===== src/design/cft_pkg.sv =====
`timescale 1ns / 1ps
`default_nettype none
// ----------------------------------------------------------------------------
// cft_pkg: shared types and constants of the CSV field tokenizer
// Holds the field limits, byte codes, result kinds and the entry type that
// travels from the front end through the queue to the result stage.
// ----------------------------------------------------------------------------
package cft_pkg;

  localparam int FIELD_BYTES = 512;
  localparam int MAX_COLUMNS = 1024;

  localparam int COL_W = 10;
  localparam int LEN_W = $clog2(FIELD_BYTES);

  localparam int COL_CAP_INT = ((MAX_COLUMNS - 1) < 1023) ? (MAX_COLUMNS - 1) : 1023;
  localparam logic [COL_W-1:0] COL_CAP = COL_W'(COL_CAP_INT);
  localparam logic [LEN_W-1:0] LEN_MAX = LEN_W'(FIELD_BYTES - 1);

  localparam logic [7:0] SEPARATOR_RESET = 8'd44;
  localparam logic [7:0] QUOTE_BYTE = 8'h22;
  localparam logic [7:0] LF_BYTE = 8'h0A;
  localparam logic [7:0] CR_BYTE = 8'h0D;

  localparam logic CMD_BYTE = 1'b0;
  localparam logic CMD_EOL = 1'b1;

  localparam logic [1:0] KIND_BYTE = 2'd0;
  localparam logic [1:0] KIND_FIELD = 2'd1;
  localparam logic [1:0] KIND_LINE = 2'd2;

  localparam int QUEUE_DEPTH = 4;
  localparam int QPTR_W = $clog2(QUEUE_DEPTH);
  localparam int QCNT_W = $clog2(QUEUE_DEPTH + 1);

  typedef struct packed {
    logic [1:0]       kind;
    logic [COL_W-1:0] column;
    logic [7:0]       content;
  } result_t;

  // All results of one request; second is meaningful only when two is set.
  typedef struct packed {
    logic    two;
    result_t first;
    result_t second;
  } entry_t;

endpackage
`default_nettype wire


===== src/design/cft_front.sv =====
`timescale 1ns / 1ps
`default_nettype none
// ----------------------------------------------------------------------------
// cft_front: byte classifier and field state
// Classifies each request against the quoting state and produces the one
// or two results it causes, if any, as a single queue entry.
// ----------------------------------------------------------------------------
module cft_front (
  input  wire logic            clk,
  input  wire logic            rst,
  input  wire logic [7:0]      separator,
  input  wire logic            cmd,
  input  wire logic [7:0]      data,
  input  wire logic            accept,
  output logic                 entry_valid,
  output cft_pkg::entry_t      entry
);
  import cft_pkg::*;

  logic             inside_quotes, inside_quotes_next;
  logic             quote_pending, quote_pending_next;
  logic             at_field_start, at_field_start_next;
  logic             dropping_rest, dropping_rest_next;
  logic [COL_W-1:0] column_number, column_number_next;
  logic [LEN_W-1:0] field_length, field_length_next;

  always_comb begin
    logic    do_unquoted;
    logic    u_emit;
    logic    has_any;
    result_t ures;

    inside_quotes_next  = inside_quotes;
    quote_pending_next  = quote_pending;
    at_field_start_next = at_field_start;
    dropping_rest_next  = dropping_rest;
    column_number_next  = column_number;
    field_length_next   = field_length;
    do_unquoted = 1'b0;
    u_emit      = 1'b0;
    has_any     = 1'b0;
    ures        = '0;
    entry       = '0;

    if (cmd == CMD_EOL) begin
      entry.first = '{kind: KIND_LINE, column: column_number_next, content: 8'd0};
      has_any = 1'b1;
      column_number_next  = '0;
      inside_quotes_next  = 1'b0;
      quote_pending_next  = 1'b0;
      at_field_start_next = 1'b1;
      dropping_rest_next  = 1'b0;
      field_length_next   = '0;
    end else if (inside_quotes_next) begin
      if (quote_pending_next) begin
        quote_pending_next = 1'b0;
        if (data == QUOTE_BYTE) begin
          // doubled quote: keep one
          if (field_length_next < LEN_MAX) begin
            entry.first = '{kind: KIND_BYTE, column: column_number_next, content: data};
            has_any = 1'b1;
            field_length_next = field_length_next + LEN_W'(1);
          end
        end else begin
          // closing quote: end the field, then reparse a non-separator byte
          entry.first = '{kind: KIND_FIELD, column: column_number_next, content: 8'd0};
          has_any = 1'b1;
          if (column_number_next < COL_CAP) begin
            column_number_next = column_number_next + COL_W'(1);
          end
          inside_quotes_next  = 1'b0;
          at_field_start_next = 1'b1;
          dropping_rest_next  = 1'b0;
          field_length_next   = '0;
          do_unquoted = (data != separator);
        end
      end else if (data == QUOTE_BYTE) begin
        quote_pending_next = 1'b1;
      end else if (field_length_next < LEN_MAX) begin
        entry.first = '{kind: KIND_BYTE, column: column_number_next, content: data};
        has_any = 1'b1;
        field_length_next = field_length_next + LEN_W'(1);
      end
    end else begin
      do_unquoted = 1'b1;
    end

    if (do_unquoted) begin
      if (at_field_start_next && data == QUOTE_BYTE) begin
        inside_quotes_next  = 1'b1;
        at_field_start_next = 1'b0;
      end else if (data == separator) begin
        ures = '{kind: KIND_FIELD, column: column_number_next, content: 8'd0};
        u_emit = 1'b1;
        if (column_number_next < COL_CAP) begin
          column_number_next = column_number_next + COL_W'(1);
        end
        inside_quotes_next  = 1'b0;
        quote_pending_next  = 1'b0;
        at_field_start_next = 1'b1;
        dropping_rest_next  = 1'b0;
        field_length_next   = '0;
      end else begin
        at_field_start_next = 1'b0;
        if (!dropping_rest_next) begin
          if (data == CR_BYTE || data == LF_BYTE) begin
            dropping_rest_next = 1'b1;
          end else if (field_length_next < LEN_MAX) begin
            ures = '{kind: KIND_BYTE, column: column_number_next, content: data};
            u_emit = 1'b1;
            field_length_next = field_length_next + LEN_W'(1);
          end
        end
      end
      if (u_emit) begin
        if (has_any) begin
          entry.second = ures;
          entry.two = 1'b1;
        end else begin
          entry.first = ures;
        end
        has_any = 1'b1;
      end
    end

    entry_valid = accept && has_any;
  end

  always_ff @(posedge clk) begin
    if (rst) begin
      inside_quotes  <= 1'b0;
      quote_pending  <= 1'b0;
      at_field_start <= 1'b1;
      dropping_rest  <= 1'b0;
      column_number  <= '0;
      field_length   <= '0;
    end else if (accept) begin
      inside_quotes  <= inside_quotes_next;
      quote_pending  <= quote_pending_next;
      at_field_start <= at_field_start_next;
      dropping_rest  <= dropping_rest_next;
      column_number  <= column_number_next;
      field_length   <= field_length_next;
    end
  end

  a_col_cap: assert property (@(posedge clk) disable iff (rst)
    column_number <= COL_CAP)
    else $error("column number above cap");

  a_len_cap: assert property (@(posedge clk) disable iff (rst)
    field_length <= LEN_MAX)
    else $error("field length above limit");

  a_pending_quoted: assert property (@(posedge clk) disable iff (rst)
    quote_pending |-> inside_quotes)
    else $error("quote pending outside a quoted field");

endmodule
`default_nettype wire


===== src/design/cft_queue.sv =====
`timescale 1ns / 1ps
`default_nettype none
// ----------------------------------------------------------------------------
// cft_queue: entry queue between front end and result stage
// Small circular buffer of entries with occupancy count.
// ----------------------------------------------------------------------------
module cft_queue (
  input  wire logic            clk,
  input  wire logic            rst,
  input  wire logic            wr_en,
  input  wire cft_pkg::entry_t wr_data,
  input  wire logic            rd_en,
  output cft_pkg::entry_t      rd_data,
  output logic                 full,
  output logic                 nonempty
);
  import cft_pkg::*;

  entry_t            slots [QUEUE_DEPTH];
  logic [QPTR_W-1:0] wptr;
  logic [QPTR_W-1:0] rptr;
  logic [QCNT_W-1:0] count;

  assign full     = (count == QCNT_W'(QUEUE_DEPTH));
  assign nonempty = (count != '0);
  assign rd_data  = slots[rptr];

  always_ff @(posedge clk) begin
    if (wr_en) begin
      slots[wptr] <= wr_data;
    end
  end

  always_ff @(posedge clk) begin
    if (rst) begin
      wptr  <= '0;
      rptr  <= '0;
      count <= '0;
    end else begin
      if (wr_en) begin
        wptr <= wptr + QPTR_W'(1);
      end
      if (rd_en) begin
        rptr <= rptr + QPTR_W'(1);
      end
      if (wr_en && !rd_en) begin
        count <= count + QCNT_W'(1);
      end else if (rd_en && !wr_en) begin
        count <= count - QCNT_W'(1);
      end
    end
  end

  a_no_overflow: assert property (@(posedge clk) disable iff (rst)
    wr_en |-> !full)
    else $error("write into full queue");

  a_no_underflow: assert property (@(posedge clk) disable iff (rst)
    rd_en |-> nonempty)
    else $error("read from empty queue");

endmodule
`default_nettype wire


===== src/design/cft_back.sv =====
`timescale 1ns / 1ps
`default_nettype none
// ----------------------------------------------------------------------------
// cft_back: result stage
// Holds one entry and presents its results one per pop.
// ----------------------------------------------------------------------------
module cft_back (
  input  wire logic            clk,
  input  wire logic            rst,
  input  wire cft_pkg::entry_t q_data,
  input  wire logic            q_nonempty,
  output logic                 q_rd,
  input  wire logic            pop,
  output logic                 empty,
  output logic [1:0]           kind,
  output logic [cft_pkg::COL_W-1:0] column,
  output logic [7:0]           content,
  output logic                 last_of_run
);
  import cft_pkg::*;

  entry_t  held;
  logic    valid;
  logic    sel;
  logic    load;
  result_t cur;

  assign empty       = !valid;
  assign last_of_run = !held.two || sel;
  assign cur         = sel ? held.second : held.first;
  assign kind        = cur.kind;
  assign column      = cur.column;
  assign content     = cur.content;

  // refill when nothing is held or the last result leaves
  assign load = !valid || (pop && last_of_run);
  assign q_rd = load && q_nonempty;

  always_ff @(posedge clk) begin
    if (load) begin
      held <= q_data;
    end
  end

  always_ff @(posedge clk) begin
    if (rst) begin
      valid <= 1'b0;
      sel   <= 1'b0;
    end else if (load) begin
      valid <= q_nonempty;
      sel   <= 1'b0;
    end else if (pop) begin
      sel <= 1'b1;
    end
  end

  a_sel_two: assert property (@(posedge clk) disable iff (rst)
    (valid && sel) |-> held.two)
    else $error("second result selected on single-result entry");

endmodule
`default_nettype wire


===== src/design/csv_field_tokenizer.sv =====
`timescale 1ns / 1ps
`default_nettype none
// ----------------------------------------------------------------------------
// csv_field_tokenizer: streaming CSV field splitter
// Splits a line into fields at a programmable separator and unquotes
// quoted fields, tagging each kept byte with its column.
// ----------------------------------------------------------------------------
// Throughput: one request (a line byte or an end-of-line command) is taken
// every clock cycle while the four-entry result queue has room. Results
// leave at one per cycle while pop is held, so a request with two results (a
// closing quote followed by a byte that starts the next field) holds the
// output until both are popped; the queue absorbs these bursts. A result
// reaches the output ports through the queue and the result stage: the
// classifier writes the queue at the accepting edge, and the result stage
// loads an entry when it holds none or its last result is popped. Requests
// that keep nothing (an opening quote, a dropped byte) produce no result at
// all. last_of_run marks the final result of each request. The separator
// register takes writes at any time through cfg_valid/cfg_ready; write it only while the block is idle.
// ----------------------------------------------------------------------------
module csv_field_tokenizer (
  input  wire logic        clk,
  input  wire logic        rst,
  input  wire logic        cfg_valid,
  output logic             cfg_ready,
  input  wire logic [7:0]  cfg_data,
  input  wire logic        push,
  output logic             full,
  input  wire logic        cmd,
  input  wire logic [7:0]  data,
  input  wire logic        pop,
  output logic             empty,
  output logic [1:0]       kind,
  output logic [cft_pkg::COL_W-1:0] column,
  output logic [7:0]       content,
  output logic             last_of_run
);
  import cft_pkg::*;

  logic [7:0] separator;
  logic       accept;
  logic       entry_valid;
  entry_t     entry;
  entry_t     q_data;
  logic       q_full;
  logic       q_nonempty;
  logic       q_rd;

  // Config register: always ready, single cycle write.
  assign cfg_ready = 1'b1;

  always_ff @(posedge clk) begin
    if (rst) begin
      separator <= SEPARATOR_RESET;
    end else if (cfg_valid && cfg_ready) begin
      separator <= cfg_data;
    end
  end

  // Hold off requests only when the queue has no room for another entry.
  assign full   = q_full;
  assign accept = push && !q_full;

  // Front end: classify the byte and update field state.
  cft_front u_front (
    .clk         (clk),
    .rst         (rst),
    .separator   (separator),
    .cmd         (cmd),
    .data        (data),
    .accept      (accept),
    .entry_valid (entry_valid),
    .entry       (entry)
  );

  // Decouple classification from result delivery.
  cft_queue u_queue (
    .clk      (clk),
    .rst      (rst),
    .wr_en    (entry_valid),
    .wr_data  (entry),
    .rd_en    (q_rd),
    .rd_data  (q_data),
    .full     (q_full),
    .nonempty (q_nonempty)
  );

  // Result stage: present entries one result at a time.
  cft_back u_back (
    .clk         (clk),
    .rst         (rst),
    .q_data      (q_data),
    .q_nonempty  (q_nonempty),
    .q_rd        (q_rd),
    .pop         (pop),
    .empty       (empty),
    .kind        (kind),
    .column      (column),
    .content     (content),
    .last_of_run (last_of_run)
  );

endmodule
`default_nettype wire


===== config.mk =====
export PLATFORM = sky130hd
export DESIGN_NAME = csv_field_tokenizer
export DESIGN_NICKNAME = d
export VERILOG_FILES = /design/src/design/cft_pkg.sv /design/src/design/cft_front.sv /design/src/design/cft_queue.sv /design/src/design/cft_back.sv /design/src/design/csv_field_tokenizer.sv
export SDC_FILE = /design/constraint.sdc
export NUM_CORES = 1
export LEC_CHECK = 0
export BUFFER_PORTS_ARGS = -buffer_cell sky130_fd_sc_hd__buf_2
export CAP_MARGIN = 10
export CORE_MARGIN = 5
export CORE_UTILIZATION = 40
export CTS_CLUSTER_SIZE = 24
export DETAILED_ROUTE_END_ITERATION = 6
export RECOVER_POWER = 50
export SYNTH_ARGS = -nofsm -noshare
export SYNTH_HDL_FRONTEND = slang
export SYNTH_SLANG_ARGS = --single-unit

===== constraint.sdc =====
create_clock -name clk -period 11.65 [get_ports clk]
set_input_delay 2.33 -clock clk [delete_from_list [all_inputs] [get_ports clk]]
set_output_delay 2.33 -clock clk [all_outputs]
set_load 0.01 [all_outputs]

Yosys cells after proc, flatten, opt, wreduce, memory -nomap -nowiden --
Memories as Yosys holds them, arrays and structs flattened. A register that Yosys moved wholly into a read port is not among the register bits. Cells that the tools add are included. W data, S select, Z words.
Storage, ports and cells: bits in registers 40, bits in latches 0, bits in writable memories 164, bits in read-only memories 0, memories kept 1
Memories:
- u_queue.slots | depth 4, width 41, rd ports 1, clocked after Yosys merged registers in 1, wr ports 1, RTL line cft_queue.sv:19 | entry_t slots [QUEUE_DEPTH];
Cells by class: $add $sub $neg 8, $mul 0, div/mod/pow operators 0, $lt $le $gt $ge 4, eq/ne operators 6, shifts and indexed selects 0, mux-type cells 89, bitwise logic cells 0, reduce and logical (&&, ||, !) cells 18
Operator list (count):
- $mux W20 | 12
- $mux W9 | 12
- $mux W10 | 9
- $mux W41 | 2
- $mux W1 | 50
- $mux W18 | 2
- $add A10 B1 Y10 const B | 2
- $lt A10 B10 Y1 const B | 2
- $add A9 B1 Y9 const B | 2
- $lt A9 B9 Y1 const B | 2
- $eq A8 B4 Y1 const B | 2
- $eq A8 B6 Y1 const B | 1
- $eq A8 B8 Y1 | 1
- $ne A8 B8 Y1 | 1
- $logic_and A1 B1 Y1 | 7
- $mux W3 | 2
- $logic_not A1 Y1 | 5
- $add A2 B1 Y2 const B | 2
- $add A3 B1 Y3 const B | 1
- $eq A3 B3 Y1 const B | 1
- $logic_or A1 B1 Y1 | 3
- $reduce_bool A3 Y1 | 1
- $sub A3 B1 Y3 const B | 1
- $reduce_bool A2 Y1 | 1
- $reduce_or A2 Y1 | 1

Depth between registers and ports, before layout --
Gate-level depths: netlist of run 1.
depth after elaboration 20, mapped depth 16, gate-level depth less buffers 14

Hierarchy --
A second synthesis of run 1 with hierarchy kept.
Unflattened totals: cell total of the unflattened synthesis 770, area, all modules 11215.8 um^2
By module, submodules not included:
- cft_queue | times used 1, cells an instance 259, area each 6397.4 um^2, seq. area each 5104.9 um^2
- cft_front | times used 1, cells an instance 408, area each 2920.3 um^2, seq. area each 460.4 um^2
- cft_back | times used 1, cells an instance 74, area each 1584.0 um^2, seq. area each 1271.2 um^2
- csv_field_tokenizer | times used 1, cells an instance 29, area each 314.1 um^2, seq. area each 160.2 um^2

Least setup slack after synthesis of run 1 --
OpenSTA, ideal clock, no wires.
kind input to register, start point input data[3], end point memory u_queue.slots[0][0] (netlist bit), enable pin, library setup time 0.401 ns, arrival 5.211 ns, slack 6.038 ns, stages on the path 11, path buffers 3, cells stage by stage or4_1 -> buf_2 -> o31ai_4 -> buf_6 -> nor4_1 -> o21ai_1 -> or4b_1 -> buf_2 -> nor3_1 -> nor2_1 -> and2_1
On the way: cells in the longest elaborated chain, start to end 17, elaborated cells on any way between the ends 41, those cells by class 1 x order compare; 5 x eq/ne; 32 x mux; 3 x reduce/logical
RTL lines:
- start, declared | RTL line csv_field_tokenizer.sv:29 | input wire logic [7:0] data,
- $eq A8 B6 Y1 | RTL line cft_front.sv:57, cft_front.sv:77, cft_front.sv:89
- $mux W9, on equally long branches | RTL line cft_front.sv:77, cft_front.sv:57
- $mux W9 | RTL line cft_front.sv:55 | if (quote_pending_next) begin
- $mux W9 | RTL line cft_front.sv:54 | end else if (inside_quotes_next) begin
- $mux W9 | RTL line cft_front.sv:45 | if (cmd == CMD_EOL) begin
- $lt A9 B9 Y1 | RTL line cft_front.sv:108 | end else if (field_length_next < LEN_MAX) begin
- $mux W1 | RTL line cft_front.sv:108
- $mux W1 | RTL line cft_front.sv:106 | if (data == CR_BYTE || data == LF_BYTE) begin
- (+2 left out)
- $mux W1 | RTL line cft_front.sv:89 | if (at_field_start_next && data == QUOTE_BYTE) begin
- $mux W1 | RTL line cft_front.sv:88 | if (do_unquoted) begin
- $mux W1 | RTL line cft_front.sv:115 | if (u_emit) begin
- $mux W1 (*) | RTL line cft_front.sv:88
- $logic_and A1 B1 Y1 (*) | RTL line cft_front.sv:126 | entry_valid = accept && has_any;
- via entry_valid | RTL line csv_field_tokenizer.sv:41 | logic entry_valid;
- $mux W1 (*) | RTL line cft_queue.sv:29 | if (wr_en) begin
- $mux W1 (not written as such) (*) | RTL line cft_queue.sv:30 | slots[wptr] <= wr_data;
- end, declared | RTL line cft_queue.sv:19
Mark *: on every way through the listed nets, which the timed path passes. The rest lies on a longest branch. The select of a mux whose other input is x is not followed.

==> impl_metrics.yaml, run 1 <==
run_status:
  status: "complete, but fails checks"
  violations: "capacitance limit, slew limit"
setup_path:
  reg2reg_depth: 9
  cp-end-kind: "register"
  reg2reg_slack_ns: 6.62
  arrival_ns: 7.62
  r2r_start: "u_front.field_length[4]"
  r2r-end: "u_queue.slots[0][0]"
  critical_path.max_stage_delay_ns: 0.93
  crit_chain: "clkbuf_1 -> nor4bb_1 -> a21oi_1 -> nor2_1 -> o21ai_0 -> or4b_1 -> o21a_1 -> o21ai_0 -> inv_1 -> and2_1"
  path_common_cell: "o21ai_0"
  crit_type: "input port to register"
  critPathLaunchType: "input port"
  cp_slowest_cell: "nor4bb_1"
  cp_max_fo: 14
  crit_required_ns: 11.91
clocking:
  cts_resized: 0
  cts_buffer_depth: 3
  holdBufCountCts: 0
  cts_buffers: 27
  cts_root_buffer: "clkbuf_16"
  h-tree-depth: 1
  clock_latency_ns: 0.53
  cts_tree: "built"
  post_cts_buffers: 0
  path_clk_slew_ns: 0.06
  cts.sinks: 240
timing:
  fin_crit_ns: 7.37
  finalSetupViolCount: 0
  relSlewSlack: -0.397
  worst_pin_slew_ns: 2.09
  fmax_mhz: 136
  final-max-slew-violation-count: 121
  fin_crit_sh: 0.632
  finalClockSkew_ns: 0.0237
  rsz0062_at_grt: "false"
  setup-tns-final_ns: 0
  hold_viol_final: 0
pwr:
  power.density_nw_per_um2: 196
  p_sw_frac: 0.253
  p_comb_frac: 0.162
  p_int_mw: 1.75
  leakagePower_nw: 3.98
  p_sw_mw: 0.593
  seqPwrFrac: 0.487
  clockPowerShare: 0.351
  vdd_drop_max_uv: 112
logic_synthesis:
  synth_warnings: 0
  synth-seq-cells: 240
  yosys.area.top_type_share: 0.563
  synth_area_sq_um: 10700
  yosysUniqueCellTypes: 76
  synth_edf_count: 200
  ys_seq_area_frac: 0.638
  ys.flop_type: "edfxtp_1"
  synth_area_leaders: "edfxtp_1 56%, mux4_2 8.4%, dfxtp_1 7.5%"
  avgSynthCellArea_sq_um: 14.5
  synth-async-reset-ratio: 0
  synth_top_cell_by_area: "edfxtp_1"
  synth_cells: 736
die:
  initial_utilization: 0.408
  die_y_microns: 173
  design.die.area_sq_um: 30000
  rows: 59
  ios: 46
  die_w_microns: 173
  core_area_sq_um: 26100
cells_and_area:
  drive_gt1_frac: 0.170
  n_fill_cell: 2390
  fin_cells: 1129
  final_nets: 807
  syn_to_final_growth_pct: 12.3
  final_cell_mix: "200 x edfxtp_1, 45 x nor2_1, 44 x nand2_1"
  final_common_cell: "edfxtp_1"
  diodes: 0
  final_area_sq_um: 12000
min_path:
  min_to: "u_front.dropping_rest"
  hold_path_class: "register to register"
  worstHoldStart: "u_front.dropping_rest"
  hold_depth: 2
place:
  dp_cells: 1081
  placed_cell_area_sq_um: 11200
  dpl.hpwl_microns: 14600
  routabilityCongestion: 0.846
  portBuffers: 44
grt:
  antenna_found_initial: 0
  grt_pass1_vias: 6321
  grtUsageTotal: 0.147
  grt_start_max_net_pins: 43
  grt_pass1_wl_microns: 35500
  grt.overflow.total: 0
detailed_routing:
  wire_per_inst_microns: 19.8
  drc: 0
  final_antenna_net_count: 0
  vias: 6247
  drt_iter0_markers: 558
  vias_per_cell: 5.53
  firstDrtPassIters: 4
  wirelength_microns: 22300
job:
  cap_violations: 3
## critical path: cells and delay by family
| kind | cells | cell delay [ns] |
|---|---|---|
| compound gates | 4 | 1.95 |
| buf+inv | 2 | 0.78 |
| simple gates | 4 | 2.56 |
## cells by family (layout without fill, tap and decap cells)
group                    Yosys count  count (layout)  synth area share
flip-flops                       240             240             0.638
AND/OR/NAND/NOR                  206             206             0.104
AO/OA/AOI/OAI                    125             125            0.0860
multiplexers                      72              72             0.117
buffers and inverters             57             112            0.0224
XOR/XNOR                          23              23            0.0189
adder cells (fa/ha/maj)           11              11            0.0134
other                              2               5          0.000704
## Yosys cell counts, types with 4 or more instances
cell	number
edfxtp_1	200
nand2_1	44
nor2_1	44
dfxtp_1	40
mux4_2	40
o21ai_0	30
a21oi_1	22
clkbuf_1	22
mux2_2	20
and2_1	17
nor3_1	16
nor2b_1	15
xor2_1	15
inv_1	14
a22o_1	12
buf_1	12
mux2i_1	12
nand4_1	12
ha_1	9
nand3_1	8
nor4_1	8
xnor2_1	8
a31oi_1	6
nand2b_1	6
o211a_1	6
and3_1	5
buf_2	5
or3_1	5
a211o_1	4
a211oi_1	4
o211ai_1	4
o31a_1	4
## flip-flops by register name, summed over array words and instances (netlist names)
signal                  flops
u_front.quote_pending       1
u_front.column_number      10
u_front.dropping_rest       1
u_front.field_length        9
u_queue.rptr                2
u_back.held                40
separator                   8
u_queue.count               3
u_back.sel                  1
u_front.at_field_start      1
u_queue.slots             160
u_queue.wptr                2
u_back.valid                1
u_front.inside_quotes       1
## power groups by stage
stage | logic (mW) | clock network (mW) | registers, mW
6_report | 0.380 | 0.822 | 1.14
5_1_grt | 0.421 | 0.885 | 1.16
4_1_cts | 0.399 | 0.844 | 1.15
3_5_place_dp | 0.398 | 0 | 1.16
3_3_place_gp | 0.395 | 0 | 1.16
2_1_floorplan | 0.304 | 0 | 1.12
## worst max-delay path by stage
| stage | start | endpoint | depth (start not counted) |
|---|---|---|---|
| 2_1_floorplan | data[3] | u_queue.slots[0][0] | 11 |
| 3_3_place_gp | data[5] | u_queue.count[2] | 14 |
| 3_5_place_dp | data[2] | u_queue.count[2] | 14 |
| 4_1_cts | data[5] | u_queue.count[2] | 14 |
| 5_1_grt | data[5] | u_queue.slots[2][0] | 10 |
| 6_report | data[5] | u_queue.slots[0][0] | 10 |
## stage by stage
stage	total power [mW]	setup slack, ns	utilization	hold slack [ns]
after CTS	2.39	5.54	0.462	0.456
after detailed placement	1.56	4.98	0.428	0.448
after global placement	1.55	5.12	0.428	0.444
after floorplan	1.42	6.04	-	0.432
final	2.34	4.28	0.458	0.456
after global routing	2.46	3.86	0.458	0.499
## final cells by class
cell class | count | area, sq um | share of cell area
repair buffers | 49 | 220 | 0.0184
clock inverters | 18 | 186 | 0.0156
well taps | 335 | 419 | 0.0350
clock buffers | 30 | 687 | 0.0573
multi-input cells | 442 | 3600 | 0.301
flip-flops and latches | 240 | 6810 | 0.568
inverters | 15 | 56.3 | 0.00470
## per-layer routing
metal,vias up,share of wire,GRT usage
li1,2956,-,-
met2,144,0.47,0.243
met4,0,0.017,0.0333
met1,3115,0.47,0.206
met5,-,0,0
met3,32,0.046,0.0238
Power figures use the tool's default switching activity.
==> run 2, diff against run 1 <==
==> constraint.sdc (replaced) <==
create_clock -name clk -period 7.1 [get_ports clk]
set_input_delay 1.42 -clock clk [delete_from_list [all_inputs] [get_ports clk]]
set_output_delay 1.42 -clock clk [all_outputs]
set_load 0.01 [all_outputs]
==> run 2 against run 1 <==
The flow still finishes with violations (capacitance limit, slew limit). Clock-buffer cell count up 1. Clock skew shrank 0.013 ns. Critical path type unchanged. Core utilization up 0.10 points. Non-clock buffer count rose by 4. Highest routed layer unchanged. Via count is 0.46% higher. Global-route usage increased by 0.16 points. Critical endpoint is now u_queue.count[2]. Wire length grew 1.1%.
==> impl_metrics.yaml, run 2 (synthesis results as in run 1) <==
clocking:
  path_clk_slew_ns: 0.06
  holdBufCountCts: 0
  cts_buffer_depth: 3
  cts_root_buffer: "clkbuf_16"
  clock_latency_ns: 0.53
  h-tree-depth: 1
  cts_resized: 0
  cts_buffers: 26
  cts.sinks: 240
  cts_tree: "built"
  post_cts_buffers: 0
cells_and_area:
  final_nets: 810
  syn_to_final_growth_pct: 12.5
  final_area_sq_um: 12000
  final_common_cell: "edfxtp_1"
  reg.largest.list: "u_queue.slots (160), u_back.held (40), u_front.column_number (10)"
  diodes: 0
  fin_cells: 1131
  largest_reg_flops: 160
  drive_gt1_frac: 0.172
  utilization: 0.459
  n_fill_cell: 2344
  final_cell_mix: "200 x edfxtp_1, 45 x nor2_1, 44 x nand2_1"
  regMostFlops: "u_queue.slots"
setup_path:
  arrival_ns: 6.17
  cp-startpoint: "data[5]"
  crit_required_ns: 7.53
  r2r-end: "u_queue.count[2]"
  cp-endpoint: "u_queue.count[2]"
  cp_max_fo: 10
  cp-end-kind: "register"
  r2r_start: "u_front.field_length[4]"
  reg2reg_slack_ns: 2.78
  crit_type: "input port to register"
  reg2reg_depth: 13
  critPathLaunchType: "input port"
timing:
  rsz0062_at_grt: "false"
  relSlewSlack: -0.388
  finalClockSkew_ns: 0.0109
  worst_pin_slew_ns: 2.08
  setup_ws_ns: 1.36
  final-max-slew-violation-count: 154
  fin_crit_ns: 5.74
  fmax_mhz: 174
  setup-tns-final_ns: 0
  fin_crit_sh: 0.808
  finalSetupViolCount: 0
  hold_viol_final: 0
  timing.hold.ws_ns: 0.473
place:
  portBuffers: 44
  placed_cell_area_sq_um: 11200
  routabilityCongestion: 0.816
  dp_cells: 1085
  dpl.hpwl_microns: 14500
  dpl_worst_slack_ns: 1.27
detailed_routing:
  drc: 0
  wirelength_microns: 22600
  vias: 6276
  wire_per_inst_microns: 19.9
  drt_iter0_markers: 481
  vias_per_cell: 5.55
  final_antenna_net_count: 0
  firstDrtPassIters: 5
grt:
  grt.overflow.total: 0
  grt_pass1_wl_microns: 36100
  antenna_found_initial: 0
  grtUsageTotal: 0.148
  grt_pass1_vias: 6287
  grt_start_max_net_pins: 43
run_status:
  status: "complete, but fails checks"
  violations: "capacitance limit, slew limit"
die:
  ios: 46
  rows: 59
  initial_utilization: 0.408
  core_area_sq_um: 26100
  die_w_microns: 173
  design.die.area_sq_um: 30000
  die_y_microns: 173
pwr:
  power.density_nw_per_um2: 320
  vdd_drop_max_uv: 154
  leakagePower_nw: 3.98
  p_total_mw: 3.84
job:
  cap_violations: 4
min_path:
  hold_path_class: "register to register"
-- run 2: changes by cell type in the layout (fill, tap and decap cells not counted), moves of 2 or more --
cell,delta
and2_0,+2
clkbuf_8,+2
buf_4,+4
and2_4,-2
inv_6,-2
-- run 2: where the power goes --
| group | internal, mW | switching [mW] | leakage, nW | total [mW] |
|---|---|---|---|---|
| combinational | 0.299 | 0.322 | 1.32 | 0.621 |
| sequential | 1.77 | 0.109 | 2.24 | 1.88 |
| clock | 0.802 | 0.536 | 0.421 | 1.34 |
| total | 2.87 | 0.967 | 3.98 | 3.84 |
-- run 2: how the worst min path moves through the flow --
stage,from,to,slack (ns),depth (start not counted)
floorplan,u_front.dropping_rest,u_front.dropping_rest,0.43,2
global placement,u_front.dropping_rest,u_front.dropping_rest,0.45,2
detailed placement,u_front.dropping_rest,u_front.dropping_rest,0.46,2
CTS,u_front.dropping_rest,u_front.dropping_rest,0.47,2
global route,u_front.dropping_rest,u_front.dropping_rest,0.49,2
finish,u_front.dropping_rest,u_front.dropping_rest,0.47,2
-- run 2: area by class of cell --
cell class | instances | area, sq um | area share
inverter | 15 | 56.3 | 0.00469
clock buffer | 31 | 689 | 0.0574
multi-input combinational | 442 | 3610 | 0.301
tap | 335 | 419 | 0.0349
sequential | 240 | 6810 | 0.567
clock inverter | 15 | 169 | 0.0141
timing repair buffer | 53 | 250 | 0.0208
-- run 2: critical path: stages --
cell and delay (ns):
clkbuf_1 0.23, nor4bb_1 0.96, a21oi_1 0.48, nor2_1 0.49, o21ai_0 0.28, or4b_1 0.73
nor3_1 0.37, nor2_1 0.16, ha_1 0.25, inv_1 0.08, fa_1 0.18, xor2_1 0.07
or3_1 0.30, a21oi_1 0.15
-- run 2: metal layers --
| layer | vias to the layer above | track usage | routed length [microns] |
|---|---|---|---|
| li1 | 2952 | - | - |
| met1 | 3137 | 0.212 | 10400 |
| met2 | 158 | 0.240 | 10600 |
| met3 | 29 | 0.0253 | 1110 |
| met4 | 0 | 0.0336 | 447 |
| met5 | - | 0 | 0 |
